$ cat config.mk
export PLATFORM = sky130hd
export DESIGN_NAME = dcs_relax
export DESIGN_NICKNAME = d
export VERILOG_FILES = /design/src/hw/rtl/dcs_pkg.sv /design/src/hw/rtl/dcs_relax.sv
export SDC_FILE = /design/constraint.sdc
export NUM_CORES = 1
export LEC_CHECK = 0
export ABC_AREA = 0
export BUFFER_PORTS_ARGS = -buffer_cell sky130_fd_sc_hd__buf_2
export CORE_ASPECT_RATIO = 0.6
export CORE_MARGIN = 2
export CORE_UTILIZATION = 47
export DETAILED_ROUTE_END_ITERATION = 10
export GPL_ROUTABILITY_DRIVEN = 1
export PLACE_DENSITY = 0.83
export SLEW_MARGIN = 15
export SYNTH_ARGS = -nofsm -noshare
export SYNTH_HDL_FRONTEND = slang
export SYNTH_SLANG_ARGS = --single-unit
$ cat constraint.sdc
create_clock -name vclk -period 6.4
set_input_delay 0.32 -clock vclk [all_inputs]
set_output_delay 0.32 -clock vclk [all_outputs]
set_load 0.05 [all_outputs]
$ cat src/hw/rtl/dcs_pkg.sv
// Shared constants, types and codes for the difference constraint store.
package dcs_pkg;

  localparam int MAX_VARS    = 64;
  localparam int WEIGHT_BITS = 32;
  localparam int VB          = $clog2(MAX_VARS);
  localparam int CB          = $clog2(MAX_VARS + 1);
  localparam int AB          = 2 * VB;
  localparam int PB          = WEIGHT_BITS + 2;
  localparam int SB          = PB + 2;

  localparam logic [WEIGHT_BITS-1:0] INF_W = {1'b0, {(WEIGHT_BITS-1){1'b1}}};
  localparam logic [WEIGHT_BITS-1:0] NEG_INF_W = {1'b1, {(WEIGHT_BITS-2){1'b0}}, 1'b1};
  localparam logic [WEIGHT_BITS-1:0] MIN_W = {1'b1, {(WEIGHT_BITS-1){1'b0}}};

  typedef enum logic [1:0] {
    OP_NEW  = 2'd0,
    OP_ADD  = 2'd1,
    OP_DROP = 2'd2,
    OP_READ = 2'd3
  } op_t;

  typedef enum logic [1:0] {
    ST_OK      = 2'd0,
    ST_INCONS  = 2'd1,
    ST_RANGE   = 2'd2,
    ST_FULL    = 2'd3
  } status_t;

  typedef enum logic [3:0] {
    S_INIT, S_IDLE, S_NV, S_ADD_RD, S_ADD_CHK, S_ADD_INIT, S_LOOP,
    S_STEP, S_SCAN, S_DROP, S_RD1, S_RD2, S_RD3, S_DONE
  } state_t;

  typedef struct packed {
    logic          upd;
    logic          lower;
    logic [PB-1:0] gnew;
  } relax_t;

  function automatic logic [SB-1:0] sx_p(input logic [PB-1:0] v);
    return {{(SB-PB){v[PB-1]}}, v};
  endfunction

  function automatic logic [SB-1:0] sx_w(input logic [WEIGHT_BITS-1:0] v);
    return {{(SB-WEIGHT_BITS){v[WEIGHT_BITS-1]}}, v};
  endfunction

endpackage

$ cat src/hw/rtl/dcs_relax.sv
// Edge relaxation of one gamma entry and running minimum compare.
module dcs_relax (
  input  logic [dcs_pkg::PB-1:0]          newpot,
  input  logic [dcs_pkg::WEIGHT_BITS-1:0] edge_w,
  input  logic [dcs_pkg::PB-1:0]          pot_e,
  input  logic [dcs_pkg::PB-1:0]          gam_old,
  input  logic                            elig,
  input  logic [dcs_pkg::PB-1:0]          mn,
  output dcs_pkg::relax_t                 rr
);
  import dcs_pkg::*;

  logic [SB-1:0] sum;
  logic [PB-1:0] t;
  logic          take;

  always_comb begin
    sum  = sx_p(newpot) + sx_w(edge_w) - sx_p(pot_e);
    t    = sum[PB-1:0];
    take = elig && (edge_w != INF_W) && ($signed(t) < $signed(gam_old));
    rr.upd   = take;
    rr.gnew  = take ? t : gam_old;
    rr.lower = $signed(rr.gnew) < $signed(mn);
  end
endmodule

### Yosys cells after proc, flatten, opt, wreduce, memory -nomap -nowiden

Cells that the tools add are included.

* reductions and logical operators: 2
* equality and inequality tests: 1
* muxes and demuxes: 1
* add/sub/neg operators: 2
* $lt $le $gt $ge: 2

Operators with widths (count)
* $lt A34 B34 Y1: 2
* $add A34 B32 Y34: 1
* $mux W34: 1
* $sub A34 B34 Y34: 1
* $ne A32 B31 Y1 const B: 1
* $logic_and A1 B1 Y1: 2

* bits in registers: 0
* logic and storage cells: 8
* output and inout port bits: 36
* input port bits: 169

### Depth between registers and ports, before layout

Gate-level depths: netlist of run 1.

* depth after elaboration: 6
* depth in mapped cells: 34

### Worst setup path after synthesis of run 1

OpenSTA, ideal clock, no wires.

* path kind: input to output
* start: input newpot[1] (netlist bit)
* end: output rr[34] (netlist bit)
* arrival: 7907 ps
* required time: 6080 ps
* slack: -1827 ps
* stages: 29
* buffers on the path: 1
* cells stage by stage: fa_1 inv_1 fa_1 nand2b_1 a21oi_1 o211ai_2 a211o_1 a21oi_2 a2111oi_2 a311o_1 ha_1 nand4_1 nor4_1 a221oi_1 o211ai_1 a311o_1 and2_4 clkinv_2 clkbuf_1 o21ai_0 ha_1 and4_1 a2111oi_0 o21ai_0 o21ai_0 a31o_2 a21o_1 o311ai_0 nor2_1

RTL lines
* start, declared: line dcs_relax.sv:3 `input logic [dcs_pkg::PB-1:0] newpot,`
* end, declared: line dcs_relax.sv:9 `output dcs_pkg::relax_t rr`

==> metrics.md, run 1 <==
| Metric | Value |
|---|---|
| Initial antenna violation count | `0` |
| Setup CP Type | `in -> out` |
| Wire per inst | `14.4 µm` |
| CTS Hold Bufs | `0` |
| Worst IR drop on VDD | `406 µV` |
| Worst slew pin tran | `0.604 ns` |
| # clk buffers | `0` |
| Sequential share of the synthesized area | `0` |
| Core area | `about 0.011 mm²` |
| Max-cap viol count | `0` |
| ANT cells | `0` |
| Die X-Extent | `139 µm` |
| GPL Wtd Cong | `0.934` |
| Violated checks | `negative setup slack` |
| Hold/Removal Path Class | `in -> out` |
| Cell family with most CP delay | `compound AO/OA/AOI/OAI gates` |
| Setup slack after layout | `-0.766 ns` |
| Final net count | `1,391` |
| Critical path's most frequent cell | `ha_1` |
| Final hold viol count | `0` |
| Critical path's largest stage delay | `0.55 ns` |
| Layout cells sized above 1 | `0.420` |
| Tot GR Track Use | `0.290` |
| Top-count cell post-synth | `inv_1` |
| Slowest CP cell | `a211oi_1` |
| Final period util | `1.12` |
| Post-Synthesis Cells | `726` |
| Via Count | `6,256` |
| DRC viols | `0` |
| Outcome | `finished with violations` |
| Fmax | `140 MHz` |
| Syn_nets | `1,028` |
| Min Tclk post-route | `7.17 ns` |
| Yosys top cell by area | `ha_1` |
| Largest net degree at the start of global routing | `20` |
| Die outline height | `around 85 µm` |
| HP Start | `gam_old[3]` |
| Worst setup SP type | `input pin` |
| Fill cells | `between 800 and 900` |
| Starting Density | `0.485` |
| Top cells by area, synth | `ha_1, inv_1, fa_1, a21oi_1, o21ai_0` |
| Hold depth | `4` |
| Post-DP HPWL | `approximately 16 mm` |
| CP Max Fanout | `15` |
| Pwr Density | `325 mW/mm²` |
| Unique masters post-synth | `66` |
| Reg area | `0 µm²` |
| Detailed Route Iter0 Violations | `326` |
| Congestion Overflow GR | `0` |
| Drt first pass iters | `5` |
| Wirelength, routed | `roughly 18 mm` |
| YS warnings | `0` |
| Die area | `around 0.012 mm²` |
| Worst EP required | `~6.1 ns` |
| Area Overhead vs Synth | `56.5%` |
| Final Slew Violations | `0` |
| Rel. slew slack | `0.594` |
| Tot Pwr | `2.62 mW` |
| Seq Cell Count | `0` |
| CP arrival | `6.85 ns` |
| Final setup vio count | `1` |
| Worst slack, placed | `-0.958 ns` |
| RSZ-0062 raised after global routing | `yes` |
| Number of global-route vias before repair | `6,057` |
| WHS Endpoint | `rr[3]` |
| Post-Syn Area | `0.00515 mm²` |
| First-pass GRT wire length | `28.3 mm` |
| Worst Setup End Kind | `output port` |
| DRT antenna net count | `0` |
| CP bufs+invs | `5` |
| Boundary pin count | `205` |
| Most frequent cells after synthesis | `inv_1, ha_1, a21oi_1, nand2_1, o21ai_0` |
| Post-layout util | `0.758` |
| Number of placement rows | `29` |
| # port buffers | `205` |
| Post-synth top area share | `0.243` |
| Via density | `5.10` |
| Mean area per synthesized cell | `~7.1 µm²` |
| Leak Pwr | `4.67 nW` |
## stage by stage
stage	hold slack (ns)	instance area, µm²	instances	setup TNS, ns
floorplan	0.870	5560	726	-0.283
global placement	1.12	7890	1221	-0.759
detailed placement	1.12	7890	1221	-0.958
CTS	1.12	8030	1226	-0.658
global route	1.15	8060	1226	-1.06
finish	1.14	8060	1226	-0.766
## logic make-up (layout without fill, tap and decap cells)
| family | Yosys count | in the layout | share of synthesized area |
|---|---|---|---|
| buf+inv | 216 | 577 | 0.160 |
| compound gates | 177 | 177 | 0.238 |
| simple gates | 158 | 158 | 0.152 |
| fa+ha+maj | 133 | 133 | 0.371 |
| xor+xnor | 30 | 30 | 0.0510 |
| mux | 12 | 12 | 0.0277 |
## report_power, final
part           total (mW)  switching, mW  internal, mW
sequential              0              0             0
combinational        2.62           1.49          1.13
clock                   0              0             0
## routing by layer
layer  global-route usage  share of wire
met1                0.419           0.47
met2                0.484           0.43
met3               0.0367          0.090
met4               0.0303          0.010
met5                    0              0
## timing repair
| item | 4_1_cts | 5_1_grt |
|---|---|---|
| pin swaps | 12 | 1 |
| endpoints found under the hold margin | 0 | 0 |
| endpoints found under the setup margin | 1 | 1 |
| cloned | 0 | 0 |
| gates resized for setup | 16 | 9 |
| buffers inserted | 5 | 0 |
## final cells by class
cell class / instances / area [µm²] / share of cell area
repair buffers: 371 / 2300 / 0.285
inverters: 206 / 786 / 0.0975
multi-input cells: 510 / 4800 / 0.596
well taps: 139 / 174 / 0.0216
## worst max path at each step
stage,start,endpoint,slack [ns],depth (start not counted)
final,edge_w[1],rr[34],-0.77,30
after CTS,newpot[10],rr[34],-0.66,34
after global routing,newpot[6],rr[34],-1.06,36
after floorplan,newpot[17],rr[34],-0.28,27
after global placement,edge_w[0],rr[34],-0.76,33
after detailed placement,edge_w[0],rr[34],-0.96,33
## layout by cell type (no fill, tap or decap), types with 9 or more instances in the layout
cell / synthesis / layout
ha_1: 100 / 89
o21ai_2: 5 / 11
a21o_1: 15 / 15
nand3_1: 16 / 15
nand2_1: 48 / 48
buf_2: 5 / 204
o21ai_4: 0 / 11
nor3_1: 10 / 9
nor2_1: 32 / 31
mux2_4: 2 / 9
o21ai_0: 44 / 22
fa_1: 33 / 32
a21oi_1: 50 / 47
inv_1: 205 / 203
xnor2_1: 24 / 22
buf_4: 2 / 164
nand4_1: 22 / 22
ha_4: 0 / 10
Power figures use the tool's default switching activity.
==> run 2: changes to the inputs <==
ABC_AREA = 1   (was 0)
CORE_ASPECT_RATIO = unset   (was 0.6)
PLACE_DENSITY = 0.82   (was 0.83)
==> metrics.md, run 2 <==
| Metric | Value |
|---|---|
| Most common cell after layout, fill and taps aside | `inv_1` |
| Core area | `0.0109 mm²` |
| Wirelength, routed | `15.1 mm` |
| Leak Pwr | `4.13 nW` |
| Number of placement rows | `38` |
| Hold depth | `4` |
| Via Count | `5,927` |
| HP Start | `gam_old[0]` |
| Hold slack | `1.09 ns` |
| Final hold viol count | `0` |
| Tot GR Track Use | `0.236` |
| Reg area | `0 µm²` |
| GPL Wtd Cong | `0.915` |
| Seq Cell Count | `0` |
| DRT antenna net count | `0` |
| Yosys top cell by area | `ha_1` |
| Setup CP Type | `in -> out` |
| Worst EP required | `6.08 ns` |
| Setup slack after layout | `0.365 ns` |
| Die outline height | `110 µm` |
| Top cells by area, synth | `ha_1, inv_1, fa_1, nand2_1, a21oi_1` |
| YS warnings | `0` |
| First-pass GRT wire length | `23.4 mm` |
| Final net count | `1,360` |
| Layout cells sized above 1 | `0.290` |
| Die area | `roughly 0.012 mm²` |
| Clk pwr share | `0` |
| Design area | `0.00689 mm²` |
| Largest net degree at the start of global routing | `21` |
| Critical path's largest stage delay | `approximately 0.54 ns` |
| Worst Setup End Kind | `output port` |
| Met3 WL post-DR | `790 µm` |
| Max-cap viol count | `0` |
| CTS Hold Bufs | `0` |
| Most frequent cells after synthesis | `inv_1, nand2_1, ha_1, a21oi_1, nor2_1` |
| Hold/Removal Path Class | `in -> out` |
| Metal-1 WL | `6.96 mm` |
| Boundary pin count | `approximately 200` |
| Wire length on met2 | `a little over 7 mm` |
| Worst slew pin tran | `0.683 ns` |
| Die X-Extent | `110 µm` |
| # clk buffers | `0` |
| Area Overhead vs Synth | `30.5%` |
| Internal power | `approximately 700 µW` |
| Worst slack, placed | `about 0.0034 ns` |
| Fmax | `166 MHz` |
| Initial antenna violation count | `1` |
| Worst IR drop on VDD | `307 µV` |
| Min Tclk post-route | `just over 6 ns` |
| Top-count cell post-synth | `inv_1` |
| Post-synth top area share | `0.237` |
| Syn_nets | `1,140` |
| Post-DP HPWL | `13.5 mm` |
| Slowest CP cell | `fa_1` |
| Unique masters post-synth | `48` |
| Sw Pwr | `1.37 mW` |
| Outcome | `completed` |
| Drt first pass iters | `4` |
| Final period util | `0.943` |
| Commonest non-fill, non-tap cells in the layout | `inv_1, buf_2, nand2_1` |
| WHS Endpoint | `rr[0]` |
| Sw frac | `0.661` |
| Worst setup SP type | `input pin` |
| Detailed Route Iter0 Violations | `262` |
| Critical path's most frequent cell | `nand2_1` |
| Post-Syn Area | `between 0.005 and 0.006 mm²` |
| Pwr Density | `around 300 mW/mm²` |
| Via density | `4.95` |
| Final Slew Violations | `0` |
| Post-layout util | `0.633` |
| Starting Density | `0.485` |
| DRC viols | `0` |
| Combinational power share | `1.000` |
| Post-Synthesis Cells | `between 800 and 900` |
| Wire per inst | `12.6 µm` |
| Rel. slew slack | `0.541` |
| Number of global-route vias before repair | `5,432` |
| Post-place instance area | `0.00651 mm²` |
| Congestion Overflow GR | `0` |
| CP arrival | `5.71 ns` |
| Mean area per synthesized cell | `~6.3 µm²` |
| Fill cells | `1,030` |
| Sequential share of the synthesized area | `0` |
| CP Max Fanout | `18` |
| Register share of total power | `0` |
| # port buffers | `205` |
| Final setup vio count | `0` |
| Uppermost layer routed | `met4` |
==> run 2: final cells by class <==
| class | count | area [µm²] | share of cell area |
|---|---|---|---|
| Inverter | 240 | 906 | 0.131 |
| Antenna cell | 1 | 2.50 | 0.000363 |
| Timing Repair inverter | 2 | 10.0 | 0.00145 |
| Tap cell | 140 | 175 | 0.0254 |
| Multi-Input combinational cell | 591 | 4600 | 0.668 |
| Timing Repair Buffer | 223 | 1190 | 0.173 |
==> run 2: stage by stage <==
stage	std cells	TNS [ns]	power, mW
floorplan	838	0	1.44
global placement	1184	0	1.87
detailed placement	1184	0	1.89
CTS	1184	0	1.90
global route	1196	-0.0705	2.29
finish	1197	0	2.08
==> run 2: power groups by stage <==
stage          sequential [mW]  combinational [mW]     clock, mW
6_report                     0                2.08  0.0000000210
3_3_place_gp                 0                1.87             0
3_5_place_dp                 0                1.89             0
5_1_grt                      0                2.29             0
2_1_floorplan                0                1.44             0
4_1_cts                      0                1.90             0
==> run 2: worst max-delay path: cells and delay by family <==
family,cells,cell delay [ns]
compound gates,9,1.35
xor+xnor,1,0.31
fa+ha+maj,4,1.66
buf+inv,8,0.82
simple gates,13,1.23
==> run 2: timing repair <==
item	4_1_cts	5_1_grt
buffers inserted	0	10
gates resized for setup	1	67
pin swaps	0	20
endpoints found under the setup margin	1	1
cloned	0	2
==> run 2: cells by family (layout without fill, tap and decap cells) <==
group,Yosys count,after routing,synth area share
other,0,1,0
adders and majority gates,133,133,0.362
and+or+nand+nor,267,267,0.223
buffers and inverters,247,465,0.179
AOI/OAI and AO/OA,157,157,0.173
xor gates and xnor gates,34,34,0.0621
==> run 2: worst max-delay path by stage <==
stage | from | to | slack (ns) | cells past startpoint
after floorplan | newpot[8] | rr[34] | 0.1 | 36
after global placement | newpot[8] | rr[34] | 0.11 | 39
after detailed placement | newpot[8] | rr[34] | 0.003 | 39
after CTS | newpot[8] | rr[34] | 0.05 | 39
after global routing | newpot[10] | rr[34] | -0.07 | 41
final | edge_w[1] | rr[34] | 0.37 | 35
==> run 2: per-layer routing <==
metal / track usage / up-vias
met5: 0 / -
met4: 0.0208 / 0
met3: 0.0112 / 10
met2: 0.421 / 170
met1: 0.325 / 2658
li1: - / 3089
